--- src/rtl/core/dmsp_pkg.sv ---
// ----------------------------------------------------------------------------
// dmsp_pkg - digit matrix stream parser package
// Types, codes and the signature table shared by the parser files.
// ----------------------------------------------------------------------------
package dmsp_pkg;

  // Left shift applied to the dimension high byte before it is ORed in.
  localparam int DIM_HIGH_SHIFT = 8;

  typedef enum logic [2:0] {
    PH_SIG  = 3'd0,
    PH_HDR  = 3'd1,
    PH_DIG  = 3'd2,
    PH_CHK  = 3'd3,
    PH_EOS  = 3'd4,
    PH_DONE = 3'd5
  } phase_t;

  typedef enum logic [2:0] {
    ST_RUN    = 3'd0,
    ST_OK     = 3'd1,
    ST_BADSIG = 3'd2,
    ST_TRUNC  = 3'd3,
    ST_BADCHK = 3'd4,
    ST_TRAIL  = 3'd5
  } status_t;

  // Header byte slots, in stream order.
  localparam logic [2:0] HDR_BASE    = 3'd0;
  localparam logic [2:0] HDR_DIM_LO  = 3'd1;
  localparam logic [2:0] HDR_DIM_HI  = 3'd2;
  localparam logic [2:0] HDR_ROWS    = 3'd3;
  localparam logic [2:0] HDR_PREC    = 3'd4;

  typedef struct packed {
    logic       action;
    logic [7:0] data_byte;
  } in_item_t;

  typedef struct packed {
    status_t     status;
    logic        digit_valid;
    logic [15:0] dim_index;
    logic [7:0]  prec_index;
    logic [7:0]  row_index;
    logic [7:0]  digit_value;
    logic [7:0]  base_value;
    logic [15:0] dimension_count;
    logic [7:0]  row_count;
    logic [7:0]  precision_count;
  } out_item_t;

  // Control from the parser to the digit cursor.
  typedef struct packed {
    logic clear;
    logic step;
  } cursor_ctrl_t;

  // Expected signature; positions past the text expect zero.
  function automatic logic [7:0] sig_byte(input logic [4:0] idx);
    logic [7:0] val;
    case (idx)
      5'd0:    val = 8'h48;
      5'd1:    val = 8'h49;
      5'd2:    val = 8'h6E;
      5'd3:    val = 8'h74;
      5'd4:    val = 8'h4C;
      5'd5:    val = 8'h69;
      5'd6:    val = 8'h62;
      5'd7:    val = 8'h20;
      5'd8:    val = 8'h47;
      5'd9:    val = 8'h65;
      5'd10:   val = 8'h6E;
      5'd11:   val = 8'h65;
      5'd12:   val = 8'h72;
      5'd13:   val = 8'h61;
      5'd14:   val = 8'h74;
      5'd15:   val = 8'h6F;
      5'd16:   val = 8'h72;
      5'd17:   val = 8'h4D;
      5'd18:   val = 8'h61;
      5'd19:   val = 8'h74;
      5'd20:   val = 8'h72;
      5'd21:   val = 8'h69;
      5'd22:   val = 8'h78;
      5'd23:   val = 8'h0A;
      default: val = 8'h00;
    endcase
    return val;
  endfunction

endpackage

--- src/rtl/core/dmsp_stream_if.sv ---
// ----------------------------------------------------------------------------
// dmsp_stream_if - valid/ready stream channel
// Carries one payload per transaction; accepted when valid and ready are high.
// ----------------------------------------------------------------------------
interface dmsp_stream_if #(
  parameter type payload_t = logic
);
  logic     valid;
  logic     ready;
  payload_t payload;

  modport source (output valid, output payload, input ready);
  modport sink   (input valid, input payload, output ready);
endinterface

--- src/rtl/core/dmsp_digit_cursor.sv ---
// ----------------------------------------------------------------------------
// dmsp_digit_cursor - digit index counters and running check
// Walks row, then precision, then dimension, and folds digits into an XOR.
// ----------------------------------------------------------------------------
module dmsp_digit_cursor (
  input  logic                  clk,
  input  logic                  rst,
  input  dmsp_pkg::cursor_ctrl_t ctrl,
  input  logic [7:0]            digit,
  input  logic [15:0]           hdr_dimension,
  input  logic [7:0]            hdr_rows,
  input  logic [7:0]            hdr_precision,
  output logic [15:0]           cur_dim,
  output logic [7:0]            cur_prec,
  output logic [7:0]            cur_row,
  output logic [7:0]            xor_check,
  output logic                  last
);

  logic [15:0] dim_inc;
  logic [7:0]  prec_inc;
  logic [7:0]  row_inc;
  logic        row_wrap;
  logic        prec_wrap;
  logic        dim_wrap;

  assign row_inc   = cur_row + 8'd1;
  assign prec_inc  = cur_prec + 8'd1;
  assign dim_inc   = cur_dim + 16'd1;
  assign row_wrap  = (row_inc >= hdr_rows);
  assign prec_wrap = (prec_inc >= hdr_precision);
  assign dim_wrap  = (dim_inc >= hdr_dimension);
  assign last      = row_wrap && prec_wrap && dim_wrap;

  always_ff @(posedge clk) begin
    if (rst || ctrl.clear) begin
      cur_dim   <= '0;
      cur_prec  <= '0;
      cur_row   <= '0;
      xor_check <= '0;
    end else if (ctrl.step) begin
      xor_check <= xor_check ^ digit;
      if (!row_wrap) begin
        cur_row <= row_inc;
      end else begin
        cur_row <= '0;
        if (!prec_wrap) begin
          cur_prec <= prec_inc;
        end else begin
          cur_prec <= '0;
          cur_dim  <= dim_wrap ? 16'd0 : dim_inc;
        end
      end
    end
  end

endmodule

--- src/rtl/core/digit_matrix_stream_parser.sv ---
// ----------------------------------------------------------------------------
// digit_matrix_stream_parser - signature, header and digit stream parser
// Checks the signature, reads the header, reports each matrix digit.
// ----------------------------------------------------------------------------
// Takes one byte (or an end-of-stream mark) per transaction and returns one
// result per transaction, in order. A byte is registered on entry and its
// result is computed and registered in the result register, so a new byte can
// be taken every clock: the rate is one byte per cycle, limited only by the
// result channel's ready. The stream is a SIGNATURE_LENGTH-byte signature,
// five header bytes (base, dimension low, dimension high, rows m,
// precision), dimension*precision*m digits with the row index running
// fastest, one XOR check byte and then end of stream. Status is sticky once
// it leaves running; afterwards input is consumed with no further effect.
// There is no configuration port and no startup delay after reset.
module digit_matrix_stream_parser #(
  parameter int SIGNATURE_LENGTH = 24
) (
  input  logic          clk,
  input  logic          rst,
  dmsp_stream_if.sink   byte_in,
  dmsp_stream_if.source result
);

  localparam int SIG_POS_W  = (SIGNATURE_LENGTH > 1) ? $clog2(SIGNATURE_LENGTH) : 1;
  localparam int BYTE_POS_W = (SIG_POS_W > 3) ? SIG_POS_W : 3;

  // Input register
  logic                in_valid;
  dmsp_pkg::in_item_t  in_item;
  logic                fire;

  // Result register
  logic                res_valid;
  dmsp_pkg::out_item_t res_item;
  dmsp_pkg::out_item_t res_item_next;

  // Parser state
  dmsp_pkg::phase_t        phase, phase_next;
  dmsp_pkg::status_t       error_code, error_code_next;
  logic [BYTE_POS_W-1:0]   byte_position, byte_position_next;
  logic                    sig_mismatch, sig_mismatch_next;
  logic [7:0]              hdr_base, hdr_base_next;
  logic [15:0]             hdr_dimension, hdr_dimension_next;
  logic [7:0]              hdr_rows, hdr_rows_next;
  logic [7:0]              hdr_precision, hdr_precision_next;

  dmsp_pkg::cursor_ctrl_t  cursor_ctrl;
  logic [15:0]             cur_dim;
  logic [7:0]              cur_prec;
  logic [7:0]              cur_row;
  logic [7:0]              xor_check;
  logic                    cursor_last;

  logic                    at_end;
  logic [7:0]              b;
  logic                    active;
  logic                    sig_diff;
  logic                    sig_last;

  assign fire          = in_valid && (!res_valid || result.ready);
  assign byte_in.ready = !in_valid || fire;
  assign result.valid  = res_valid;
  assign result.payload = res_item;

  assign at_end   = in_item.action;
  assign b        = in_item.data_byte;
  assign active   = (error_code == dmsp_pkg::ST_RUN) && (phase != dmsp_pkg::PH_DONE);
  assign sig_diff = (b != dmsp_pkg::sig_byte(5'(byte_position)));
  assign sig_last = (byte_position == BYTE_POS_W'(SIGNATURE_LENGTH - 1));

  always_ff @(posedge clk) begin
    if (rst) begin
      in_valid <= 1'b0;
    end else if (byte_in.ready) begin
      in_valid <= byte_in.valid;
    end
  end

  always_ff @(posedge clk) begin
    if (byte_in.valid && byte_in.ready) begin
      in_item <= byte_in.payload;
    end
  end

  always_ff @(posedge clk) begin
    if (rst) begin
      res_valid <= 1'b0;
    end else if (fire) begin
      res_valid <= 1'b1;
    end else if (result.ready) begin
      res_valid <= 1'b0;
    end
  end

  always_ff @(posedge clk) begin
    if (fire) begin
      res_item <= res_item_next;
    end
  end

  always_ff @(posedge clk) begin
    if (rst) begin
      phase         <= dmsp_pkg::PH_SIG;
      error_code    <= dmsp_pkg::ST_RUN;
      byte_position <= '0;
      sig_mismatch  <= 1'b0;
      hdr_base      <= '0;
      hdr_dimension <= '0;
      hdr_rows      <= '0;
      hdr_precision <= '0;
    end else if (fire) begin
      phase         <= phase_next;
      error_code    <= error_code_next;
      byte_position <= byte_position_next;
      sig_mismatch  <= sig_mismatch_next;
      hdr_base      <= hdr_base_next;
      hdr_dimension <= hdr_dimension_next;
      hdr_rows      <= hdr_rows_next;
      hdr_precision <= hdr_precision_next;
    end
  end

  // Next state
  always_comb begin
    phase_next         = phase;
    error_code_next    = error_code;
    byte_position_next = byte_position;
    sig_mismatch_next  = sig_mismatch;
    hdr_base_next      = hdr_base;
    hdr_dimension_next = hdr_dimension;
    hdr_rows_next      = hdr_rows;
    hdr_precision_next = hdr_precision;
    cursor_ctrl        = '0;
    if (fire && active) begin
      if (at_end && phase != dmsp_pkg::PH_EOS) begin
        error_code_next = dmsp_pkg::ST_TRUNC;
      end else begin
        unique case (phase)
          dmsp_pkg::PH_SIG: begin
            sig_mismatch_next = sig_mismatch || sig_diff;
            if (sig_last) begin
              byte_position_next = '0;
              if (sig_mismatch || sig_diff) begin
                error_code_next = dmsp_pkg::ST_BADSIG;
              end else begin
                phase_next = dmsp_pkg::PH_HDR;
              end
            end else begin
              byte_position_next = byte_position + BYTE_POS_W'(1);
            end
          end
          dmsp_pkg::PH_HDR: begin
            unique case (byte_position)
              BYTE_POS_W'(dmsp_pkg::HDR_BASE):   hdr_base_next = b;
              BYTE_POS_W'(dmsp_pkg::HDR_DIM_LO): hdr_dimension_next = {8'h00, b};
              BYTE_POS_W'(dmsp_pkg::HDR_DIM_HI): begin
                hdr_dimension_next = hdr_dimension |
                                     (16'(b) << dmsp_pkg::DIM_HIGH_SHIFT);
              end
              BYTE_POS_W'(dmsp_pkg::HDR_ROWS):   hdr_rows_next = b;
              default:                           hdr_precision_next = b;
            endcase
            if (byte_position >= BYTE_POS_W'(dmsp_pkg::HDR_PREC)) begin
              byte_position_next = '0;
              cursor_ctrl.clear  = 1'b1;
              // empty matrix goes straight to the check byte
              if (hdr_dimension == 16'd0 || b == 8'd0 || hdr_rows == 8'd0) begin
                phase_next = dmsp_pkg::PH_CHK;
              end else begin
                phase_next = dmsp_pkg::PH_DIG;
              end
            end else begin
              byte_position_next = byte_position + BYTE_POS_W'(1);
            end
          end
          dmsp_pkg::PH_DIG: begin
            cursor_ctrl.step = 1'b1;
            if (cursor_last) begin
              phase_next = dmsp_pkg::PH_CHK;
            end
          end
          dmsp_pkg::PH_CHK: begin
            if (b != xor_check) begin
              error_code_next = dmsp_pkg::ST_BADCHK;
            end else begin
              phase_next = dmsp_pkg::PH_EOS;
            end
          end
          dmsp_pkg::PH_EOS: begin
            if (at_end) begin
              phase_next = dmsp_pkg::PH_DONE;
            end else begin
              error_code_next = dmsp_pkg::ST_TRAIL;
            end
          end
          default: phase_next = dmsp_pkg::PH_DONE;
        endcase
      end
    end
  end

  // Result fields
  always_comb begin
    res_item_next = '0;
    if (error_code_next != dmsp_pkg::ST_RUN) begin
      res_item_next.status = error_code_next;
    end else if (phase_next == dmsp_pkg::PH_DONE) begin
      res_item_next.status = dmsp_pkg::ST_OK;
    end else begin
      res_item_next.status = dmsp_pkg::ST_RUN;
    end
    if (cursor_ctrl.step) begin
      res_item_next.digit_valid = 1'b1;
      res_item_next.dim_index   = cur_dim;
      res_item_next.prec_index  = cur_prec;
      res_item_next.row_index   = cur_row;
      res_item_next.digit_value = b;
    end
    res_item_next.base_value      = hdr_base_next;
    res_item_next.dimension_count = hdr_dimension_next;
    res_item_next.row_count       = hdr_rows_next;
    res_item_next.precision_count = hdr_precision_next;
  end

  dmsp_digit_cursor u_cursor (
    .clk           (clk),
    .rst           (rst),
    .ctrl          (cursor_ctrl),
    .digit         (b),
    .hdr_dimension (hdr_dimension),
    .hdr_rows      (hdr_rows),
    .hdr_precision (hdr_precision),
    .cur_dim       (cur_dim),
    .cur_prec      (cur_prec),
    .cur_row       (cur_row),
    .xor_check     (xor_check),
    .last          (cursor_last)
  );

endmodule

--- src/flat_wrapper.sv ---
// flat-port wrapper written by rule: the top's interface ports become plain ports
module digit_matrix_stream_parser_flat 
#(
  parameter int SIGNATURE_LENGTH = 24
)
  (clk, rst, byte_in_valid, byte_in_payload, byte_in_ready, result_valid, result_payload, result_ready);
  dmsp_stream_if #(.payload_t(dmsp_pkg::in_item_t)) byte_in_i ();
  dmsp_stream_if #(.payload_t(dmsp_pkg::out_item_t)) result_i ();
  input  logic clk;
  input  logic rst;
  input wire logic [$bits(byte_in_i.valid)-1:0] byte_in_valid;
  input wire logic [$bits(byte_in_i.payload)-1:0] byte_in_payload;
  output wire logic [$bits(byte_in_i.ready)-1:0] byte_in_ready;
  output wire logic [$bits(result_i.valid)-1:0] result_valid;
  output wire logic [$bits(result_i.payload)-1:0] result_payload;
  input wire logic [$bits(result_i.ready)-1:0] result_ready;
  assign byte_in_i.valid = byte_in_valid;
  assign byte_in_i.payload = byte_in_payload;
  assign byte_in_ready = byte_in_i.ready;
  assign result_valid = result_i.valid;
  assign result_payload = result_i.payload;
  assign result_i.ready = result_ready;
  digit_matrix_stream_parser #(.SIGNATURE_LENGTH(SIGNATURE_LENGTH)) u_core (.clk(clk), .rst(rst), .byte_in(byte_in_i), .result(result_i));
endmodule
--- config.mk ---
export PLATFORM = sky130hd
export DESIGN_NAME = digit_matrix_stream_parser_flat
export DESIGN_NICKNAME = d
export VERILOG_FILES = /design/src/rtl/core/dmsp_pkg.sv /design/src/rtl/core/dmsp_stream_if.sv /design/src/rtl/core/dmsp_digit_cursor.sv /design/src/rtl/core/digit_matrix_stream_parser.sv /design/src/flat_wrapper.sv
export SDC_FILE = /design/constraint.sdc
export NUM_CORES = 1
export LEC_CHECK = 0
export BUFFER_PORTS_ARGS = -buffer_cell sky130_fd_sc_hd__buf_2
export CAP_MARGIN = 20
export CORE_MARGIN = 3
export CORE_UTILIZATION = 40
export CTS_BUF_LIST = sky130_fd_sc_hd__clkbuf_16
export DETAILED_ROUTE_END_ITERATION = 12
export PLACE_DENSITY = 0.55
export SLEW_MARGIN = 20
export SYNTH_ARGS = -nofsm -noshare
export SYNTH_HDL_FRONTEND = slang
export SYNTH_SLANG_ARGS = --single-unit
--- constraint.sdc ---
create_clock -name clk -period 11.15 [get_ports clk]
set_input_delay 3.345 -clock clk [delete_from_list [all_inputs] [get_ports clk]]
set_output_delay 3.345 -clock clk [all_outputs]
set_load 0.02 [all_outputs]
# After elaboration in Yosys (flattened, before gate mapping)
# Memories as Yosys holds them, arrays and structs flattened. A register that Yosys moved wholly into a read port is not among the register bits.
# Index checks and enable logic that the tools add are counted.
[classes]
n_addsub = 4
mul = 0
div_mod_pow = 0
n_lt_le_gt_ge = 4
eq_ne = 13
n_shift = 0
muxes = 51
n_bitwise = 3
n_reduce_logical = 29
[ops]
columns = ["operator", "n"]
rows = [
  ["8-bit 2-to-1 mux", 14],
  ["16-bit 2-to-1 mux", 4],
  ["3-bit 2-to-1 mux", 15],
  ["41-bit 2-to-1 mux", 1],
  ["16-bit case mux with 2 select lines", 1],
  ["5-bit 2-to-1 mux", 4],
  ["16-bit by 1-bit adder with 16-bit output (second input constant)", 1],
  ["8-bit by 1-bit adder with 8-bit output (second input constant)", 2],
  ["16-bit >= comparator", 1],
  ["8-bit >= comparator", 2],
  ["16-bit logical NOT", 1],
  ["8-bit logical NOT", 2],
  ["8-bit != test", 2],
  ["16-bit bitwise OR", 1],
  ["3-bit case mux with 5 select lines", 1],
  ["5-bit by 2-bit equality test with 1-bit output (second input constant)", 2],
  ["5-bit case mux with 2 select lines", 1],
  ["3-bit case mux with 3 select lines", 1],
  ["4-bit AND reduction", 2],
  ["8-bit bitwise XOR", 1],
  ["1-bit logical AND", 7],
  ["1-bit 2-to-1 mux", 7],
  ["3-bit by 2-bit equality test with 1-bit output (second input constant)", 2],
  ["3-bit equality test (second input constant)", 2],
  ["17 further kinds", 27],
]
[totals]
reg_bits = 187
latch_bits = 0
ram_bits = 0
rom_bits = 224
out_inout_bits = 86
wordCells = 131
memories = 1
[mem_list]
columns = ["memory", "depth", "width", "read_ports", "rd_ports_with_merged_regs", "wr", "line", "text"]
rows = [
  ["(no name shown)", 32, 7, 1, 1, 0, "dmsp_pkg.sv:62", "case (idx)"],
]

# Longest topological paths before layout
# Gate-level depths: netlist of run 1.
[depth]
depth_word = 11
mapped_depth = 15

# Hierarchy
# Synthesis of run 1 repeated with hierarchy kept, for this count alone.
[unflattened]
cells_unflattened = 859
area_unflattened_um2 = 9202.6
[modules_own_cells]
columns = ["module", "instances", "cells_each", "area_per_inst_um2", "seq_area_each_um2"]
rows = [
  ["digit_matrix_stream_parser", 1, 510, 6322.3, 4013.8],
  ["dmsp_digit_cursor", 1, 349, 2880.3, 800.8],
]

# Worst setup path before layout of run 1
# OpenSTA, ideal clock, no wires.
[synth_path]
kind = "in2reg"
start = "input result_ready"
end = "register u_core.u_cursor.xor_check[0]"
arrival_time_ns = 8.603
setup_slack_ns = 2.419
stages = 9
path_buffers = 2
cell_sequence = "nor2b_1 clkbuf_1 nor2b_1 nand3_1 a21oi_1 nand2_1 nand2_1 clkbuf_1 nor2_1"
[synth_via]
elab_chain_len = 5
[synth_rtl]
columns = ["element", "line", "text"]
rows = [
  ["start, declared", "flat_wrapper.sv:16", "input wire logic [$bits(result_i.ready)-1:0] result_ready;"],
  ["1-bit logical OR *", "digit_matrix_stream_parser.sv:60", "assign fire = in_valid && (!res_valid || result.ready);"],
  ["1-bit logical AND *", "digit_matrix_stream_parser.sv:60", ""],
  ["via u_core.fire", "digit_matrix_stream_parser.sv:30", "logic fire;"],
  ["1-bit logical AND *", "digit_matrix_stream_parser.sv:134", "if (fire && active) begin"],
  ["2-bit 2-to-1 mux *", "digit_matrix_stream_parser.sv:134", ""],
  ["1-bit logical OR", "dmsp_digit_cursor.sv:36", "if (rst || ctrl.clear) begin"],
  ["end signal, assigned", "dmsp_digit_cursor.sv:42", "xor_check <= xor_check ^ digit;"],
  ["end, declared", "dmsp_digit_cursor.sv:16", "output logic [7:0] xor_check,"],
]
# Mark *: on every way through the listed nets, which the timed path passes. The rest lies on a longest branch.
# A chain may end at the register's enable or synchronous reset.

# Final worst setup path of run 1
[layout_path]
start = "input result_ready"
end = "output byte_in_ready"
[layout_via]
elab_chain_len = 3
[layout_rtl]
columns = ["element", "line", "text"]
rows = [
  ["1-bit logical OR", "digit_matrix_stream_parser.sv:60", ""],
  ["1-bit logical AND", "digit_matrix_stream_parser.sv:60", ""],
  ["1-bit logical OR", "digit_matrix_stream_parser.sv:61", "assign byte_in.ready = !in_valid || fire;"],
  ["end, declared", "flat_wrapper.sv:13", "output wire logic [$bits(byte_in_i.ready)-1:0] byte_in_ready;"],
]
# No other way between the ends.

==> results.md, run 1 <==
- The flow ran to the end, and the final reports show no timing, DRC or antenna violations.
- Prior to clock tree synthesis, the placed netlist has a worst setup slack of 3.51 ns.
- The number of port buffers is 98.
- The region available for standard cell placement spans 22200 um2.
- The number of placed I/O pins is 99.
- Yosys instantiated no cell more often than sky130_fd_sc_hd__dfxtp_1.
- The share of the synthesized area in the top cell type is 30.5%.
- The cell type contributing the most total cell area after synthesis is sky130_fd_sc_hd__edfxtp_1.
- The final hold slack is 0.503 ns.
- In the finished design, the share of the clock period the worst path needs comes to 68.4%.
- The count of state elements after synthesis is 194.
- The power density relative to cell area is 139 nW/um2.
- Counting along the longest clock path gives a buffer depth of 2.
- The number of flip-flops under the largest register name is 84.
- The count of different cell masters after synthesis is 73.
- Once routing completed, OpenROAD measured the worst setup slack at 3.52 ns.
- The wire length after detailed routing is 20.3 mm.
- For this run, design rule violations remaining after detail routing come to 0.
- The clock tree synthesis step divided the H-tree into 4 levels.
- Entering global routing, the biggest net connects 52 pins.
- The via density per instance is 5.09.
- At the worst endpoint, the arrival time is 4.28 ns.
- Sorting the synthesized cells by area gives the leading types as sky130_fd_sc_hd__edfxtp_1 30%, sky130_fd_sc_hd__dfxtp_1 22%, sky130_fd_sc_hd__ha_1 6.3%.
- Counting instances, the worst hold path has a depth of 2.
- The clock slew seen by the registers of the worst setup and hold paths is 0.07 ns.
- In the final design database the tool counted 1024 nets.
- Compared with the post-synthesis result, the final layout area differs by 13.9%.
- STA classifies the critical path endpoint as an output pin.
- The path class of the tightest hold or removal check is reg -> reg.
- The gate count after technology mapping is 888.
- The floorplan die width is 157 um.
- Buffers inserted during clock tree synthesis total 17.
- The detailed router placed 6402 vias in this run.
- The share of layout cells above drive strength 1 is 18.3%.
- The clock latency of the later-clocked register in the worst-skew pair is 0.45 ns.
- The commonest cells after synthesis are 101 x sky130_fd_sc_hd__dfxtp_1, 93 x sky130_fd_sc_hd__edfxtp_1, 77 x sky130_fd_sc_hd__and2_1.
- The smallest clock period supported by the final layout is computed as 7.63 ns.
- The routability-driven placement congestion ratio is 0.843.
- The TritonCTS clock tree is done.
- The number of antenna violations at the first check in global routing is 0.
- The fraction of registers with async set/reset is 0%.
- For the final database, setup skew stands at 0.0157 ns.
- The power consumption is 0.00145 W.
- Summing all flip-flop and latch instances after layout gives 4810 um2.
- For this run, the leading register cell type out of synthesis is sky130_fd_sc_hd__dfxtp_1.
- The tool flagged a number of max-cap violations equal to 0.
- The total inserted antenna cells is 0.
- For this configuration, the core starts out at a cell density of 41.3%.
- The number of endpoints with negative hold slack in the final report is 0.
- Fill cells in the final layout number 2145.
- The area taken by multi-input logic gates is 3950 um2.
- The number of iterations in the first detailed-routing pass is 6.
- The net count of the mapped netlist is 947.
- The die covers 24800 um2.
- The setup total negative slack is 0 ns.
- The critical path is of the in -> out type.
- The post-synthesis area per instance is 10.3 um2.
- The global-route congestion overflow total is 0.
- The root buffer cell chosen for the clock tree is sky130_fd_sc_hd__clkbuf_16.
- The sink count of the clock tree is 194.
- Sequential elements use 52.6% of the synthesized area.
- The total routing resource utilization after global routing is 16.8%.
- The first-pass GRT wire length is 32.5 mm.
- The post-cts sizing count is 0.
- For this design the static power due to leakage is 4.08 nW.
- The peak fanout along the critical path is 8.
- The number of buffers inserted by post-CTS setup repair is 0.
- At the worst endpoint, the required time is 7.81 ns.
- The worst ir drop on vdd is 95.0 uV.
- The number of hold buffers added after CTS was 0.
- The actual slew at the worst max-slew pin is 0.901 ns.
- In this run, synthesis inferred 93 flip-flops with an integrated enable.
- The number of global-route vias before repair was 6075.
- STA classifies the critical path startpoint as a primary input.
- The antenna violation net count after detailed routing is 0.
- The max-slew violation count is 0.
- The mapped netlist covers 9160 um2.
- The highest achievable clock rate is 0.131 GHz.
- Setup repair after global routing left no endpoint under its margin.
- The wire-length estimate of the detail-placed layout is 14.0 mm.
- Setup violations remaining at the end of the flow were counted as 0.
- The detailed router finished its first iteration with 309 violations.
- The worst register-to-register path has a depth of 15.
- The floorplan has 54 rows.
- The mean routed wirelength per cell is 16.2 um.
- The relative slew slack is 39.7%.
- The floorplan step set the die height to 157 um.
- The total of warnings raised by yosys is 0.
-- layout by cell type, fill, tap and decap left out, types with 17 or more instances in the layout --
cell type                   netlist  layout
sky130_fd_sc_hd__nand3_1         24      24
sky130_fd_sc_hd__inv_1           46      46
sky130_fd_sc_hd__ha_1            46      46
sky130_fd_sc_hd__buf_2            5      98
sky130_fd_sc_hd__mux2_2          17      17
sky130_fd_sc_hd__a21oi_1         57      57
sky130_fd_sc_hd__clkbuf_16        0      17
sky130_fd_sc_hd__and2_1          77      77
sky130_fd_sc_hd__edfxtp_1        93      93
sky130_fd_sc_hd__dfxtp_1        101     101
sky130_fd_sc_hd__o21ai_0         39      39
sky130_fd_sc_hd__xnor2_1         35      35
sky130_fd_sc_hd__nor2_1          71      71
sky130_fd_sc_hd__nor3_1          21      20
sky130_fd_sc_hd__nand2_1         59      58
-- per-layer routing --
metal / part of all wire, % / track usage, %
met1: 48 / 22.7
met3: 3.6 / 2.89
met4: 1.4 / 5.00
met2: 47 / 27.7
met5: 0 / 0
-- worst paths after layout --
| path | start | slack (ns) | end |
|---|---|---|---|
| setup / recovery | result_ready | 3.52 | byte_in_ready |
| hold / removal | u_core.u_cursor.cur_dim[14] | 0.50 | u_core.u_cursor.cur_dim[14] |
| setup reg to reg | u_core.u_cursor.cur_dim[0] | 7.33 | u_core.u_cursor.cur_dim[10] |
| hold reg to reg | u_core.u_cursor.cur_dim[14] | 0.50 | u_core.u_cursor.cur_dim[14] |
-- logic make-up (layout without fill, tap and decap cells) --
| kind of cell | Yosys count | after routing | share of synthesized area (%) |
|---|---|---|---|
| AO/OA/AOI/OAI | 136 | 136 | 8.88 |
| XOR/XNOR | 50 | 50 | 4.78 |
| adder cells (fa/ha/maj) | 46 | 46 | 6.28 |
| buffers and inverters | 94 | 184 | 4.44 |
| flip-flops | 194 | 194 | 52.6 |
| multiplexers | 20 | 20 | 2.42 |
| AND/OR/NAND/NOR | 348 | 348 | 20.6 |
-- cell type report --
class	count	area share, %
clock inverters	15	1.61
clock buffers	17	4.08
repair buffers	104	5.13
flip-flops and latches	194	46.1
inverters	48	1.79
multi-input cells	600	37.9
well taps	280	3.36
-- worst max-delay path: stages --
cell and delay [ns]:
sky130_fd_sc_hd__buf_2 0.09, sky130_fd_sc_hd__nor2b_1 0.52, sky130_fd_sc_hd__nand2_1 0.13, sky130_fd_sc_hd__buf_2 0.19
-- stage by stage --
stage / cells / utilization [%] / cell area [um2]
4_1_cts: 1257 / 47.0 / 10400
3_3_place_gp: 1225 / 44.4 / 9830
2_1_floorplan: 888 / - / 9160
3_5_place_dp: 1225 / 44.4 / 9830
5_1_grt: 1258 / 47.1 / 10400
6_report: 1258 / 47.1 / 10400
-- report_power, final --
group | internal (W) | total, W | switching [W] | leakage, nW
clock | 0.000319 | 0.000615 | 0.000296 | 0.282
sequential | 0.000761 | 0.000774 | 0.0000129 | 1.70
combinational | 0.0000199 | 0.0000642 | 0.0000443 | 2.10
total | 0.00110 | 0.00145 | 0.000354 | 4.08
(Power assumes the default switching activity.)
==> run 2: changes to the inputs <==
--- a/config.mk
+++ b/config.mk
@@ -11,7 +11,7 @@
 export CORE_UTILIZATION = 40
 export CTS_BUF_LIST = sky130_fd_sc_hd__clkbuf_16
 export DETAILED_ROUTE_END_ITERATION = 12
-export PLACE_DENSITY = 0.55
+export PLACE_DENSITY = 0.57
 export SLEW_MARGIN = 20
 export SYNTH_ARGS = -nofsm -noshare
 export SYNTH_HDL_FRONTEND = slang
==> constraint.sdc (replaced) <==
create_clock -name clk -period 7 [get_ports clk]
set_input_delay 2.1 -clock clk [delete_from_list [all_inputs] [get_ports clk]]
set_output_delay 2.1 -clock clk [all_outputs]
set_load 0.02 [all_outputs]
==> run 2 against run 1 <==
Hold slack worse by 0.012 ns. Flip-flop and latch count stayed put. Design area is 0.16% higher.
==> results.md, run 2 (same netlist as run 1, synthesis figures left out) <==
- Setup repair after global routing left no endpoint under its margin.
- The worst setup slack after layout is 1.85 ns (-1.67 ns).
- The routed metal-1 wirelength is 9.74 mm (about the same).
- The die height is 157 um (unchanged).
- The leakage power of the design was 4.10 nW (+0.38%).
- The number of port buffers is 98 (unchanged).
- The count of standard-cell rows came to 54 (unchanged).
- The first-pass GRT wire length is 32.8 mm (+0.98%).
- The mean routed wirelength per cell is 16.2 um (about the same).
- The starting density of the core is 41.3% (unchanged).
- The worst ir drop on vdd is 152 uV (+60%).
- The number of H-tree branching levels was 4 (unchanged).
- The power density relative to cell area came to 223 nW/um2 (+60%).
- The number of antenna violations at the first check in global routing is 0 (unchanged).
- The number of endpoints with negative hold slack in the final report came to 0 (unchanged).
- The max-slew violation count came to 0 (unchanged).
- The iteration-0 DRC count of the detailed router is 310 (+0.32%).
- The startpoint of the lowest-slack hold path is u_core.u_cursor.cur_dim[15].
- The via density per instance came to 5.07 (-0.39%).
- The total length of routed met2 wires is 9.43 mm (-1.7%).
- The number of setup violations in the final report came to 0 (unchanged).
- The reported max-cap violation count came to 0 (unchanged).
- The relative slew slack is 41.1% (+1.3 points).
- The power consumption is 0.00233 W (+61%).
- The total die area is 24800 um2 (unchanged).
- The maximum clock skew at final layout was 0.00944 ns (-0.00626 ns).
- The number of flip-flops under the largest register name is 84 (unchanged).
- The length of routed met3 wiring is 807 um (+9.1%).
- The antenna violation net count after detailed routing was 0 (unchanged).
- Leaving out fill and tap cells, the most frequent cells in the layout are 101 x sky130_fd_sc_hd__dfxtp_1, 99 x sky130_fd_sc_hd__buf_2, 93 x sky130_fd_sc_hd__edfxtp_1.
- The via count is 6382 (-0.31%).
- The highest cell delay on the worst timing path is 0.53 ns (about the same).
- Walking the worst path, the cells encountered are buf_2, nor2b_1, nand2_1, buf_2.
- The number of placed I/O pins is 99 (unchanged).
- The final period utilization is 73.5%.
- The share of layout cells above drive strength 1 came to 18.1% (-0.22 points).
- The path class of the tightest hold or removal check is reg -> reg.
- The estimated wirelength of the detail-placed design is 14.0 mm (-0.31%).
- The pin count of the biggest net entering global routing is 54 (+3.8%).
- The highest metal layer carrying signal wires in the routed design is met4.
- Counting I/O delays and the setup requirement, the final critical path takes 5.15 ns.
- The sink count of the clock tree is 194 (unchanged).
- The post-cts sizing count is 0 (unchanged).
- The flow ran to the end, and the final reports show no timing, DRC or antenna violations.
- The final net count is 1025 (+0.098%).
- The global-route congestion overflow total is 0 (unchanged).
- The cell with the largest stage delay on the worst path is sky130_fd_sc_hd__nor2b_1.
- The worst register-to-register path begins at u_core.u_cursor.cur_dim[0].
- The peak fanout along the critical path is 8 (unchanged).
- The total inserted antenna cells is 0 (unchanged).
- The number of buffers inserted during clock tree synthesis is 17 (unchanged).
- The number of global-route vias before repair is 6157 (+1.3%).
- The floorplan die width was 157 um (unchanged).
- The maximum root-to-sink buffer count is 2 (unchanged).
- Leaving out fill and tap cells, the most frequent cell in the layout is sky130_fd_sc_hd__dfxtp_1.
- The total routing resource utilization after global routing is 17.0% (+0.21 points).
- The timing startpoint of the critical path is result_ready.
- The wire length after detailed routing is 20.4 mm (+0.12%).
- In this design, the critical path's most frequently occurring cell is sky130_fd_sc_hd__buf_2.
- The actual slew at the worst max-slew pin came to 0.881 ns (-0.0198 ns).
- For this run, the top clock speed supported by timing is 0.194 GHz.
- The area inside the core boundary is 22200 um2 (unchanged).
- The clock latency of the later-clocked register in the worst-skew pair was 0.44 ns (about the same).
- The routability-driven placement congestion ratio is 0.832 (-1.3%).
- The required arrival time at the worst endpoint came to 4.90 ns (-2.91 ns).
- The post-place setup slack is 1.84 ns (-1.67 ns).
- The number of buffers inserted by post-CTS setup repair is 0 (unchanged).
- STA classifies the critical path startpoint as a primary input.
- The number of iterations in the first detailed-routing pass is 5 (-1).
- The setup total negative slack came to 0 ns (unchanged).
- TritonCTS built the clock tree.
- The signal arrival time at the worst endpoint was 3.05 ns (-1.23 ns).
- The sort of element at the end of the critical path is an output pin.
- The synthesis-to-layout area growth is 14.1%.
- The type of the worst setup path is in -> out.
- The clock slew seen by the registers of the worst setup and hold paths came to 0.07 ns (about the same).
- The count of unresolved DRC violations after routing is 0 (unchanged).
- The total of hold buffers inserted after clock tree synthesis was 0 (unchanged).
- The clock tree root buffer cell is sky130_fd_sc_hd__clkbuf_16.
-- run 2: worst paths after layout --
kind              slack (ns)  depth (start not counted)                     endpoint
hold reg to reg         0.49                          2  u_core.u_cursor.cur_dim[15]
hold / removal          0.49                          2  u_core.u_cursor.cur_dim[15]
setup / recovery        1.85                          4                byte_in_ready
setup reg to reg        3.19                         15   u_core.u_cursor.cur_dim[5]
-- run 2: through the flow --
stage                     hold WS (ns)  std cells  instance area, um2  utilization [%]
after floorplan                  0.452        888                9160                -
after global placement           0.490       1225                9830             44.3
after detailed placement         0.476       1225                9830             44.3
after CTS                        0.489       1257               10400             47.0
after global routing             0.503       1259               10500             47.2
final                            0.491       1259               10500             47.2
-- run 2: area by class of cell --
cell class,count,area (um2)
well taps,280,350
fillers,2128,11700
repair buffers,105,553
multi-input cells,600,3950
clock inverters,15,171
clock buffers,17,425
flip-flops and latches,194,4810
inverters,48,186
-- run 2: power by group --
part | switching [W] | internal (W)
Combinational | 0.0000703 | 0.0000326
Sequential | 0.0000202 | 0.00121
Clock | 0.000460 | 0.000538
Total | 0.000550 | 0.00178
-- run 2: critical path: cells and delay by family --
kind,cells,cell delay (ns)
buffers and inverters,2,0.28
and+or+nand+nor,2,0.67
-- run 2: metal layers --
metal	track usage, %	vias to the layer above
li1	-	3260
met4	5.45	0
met2	27.0	123
met5	0	-
met1	23.3	2974
met3	3.71	25
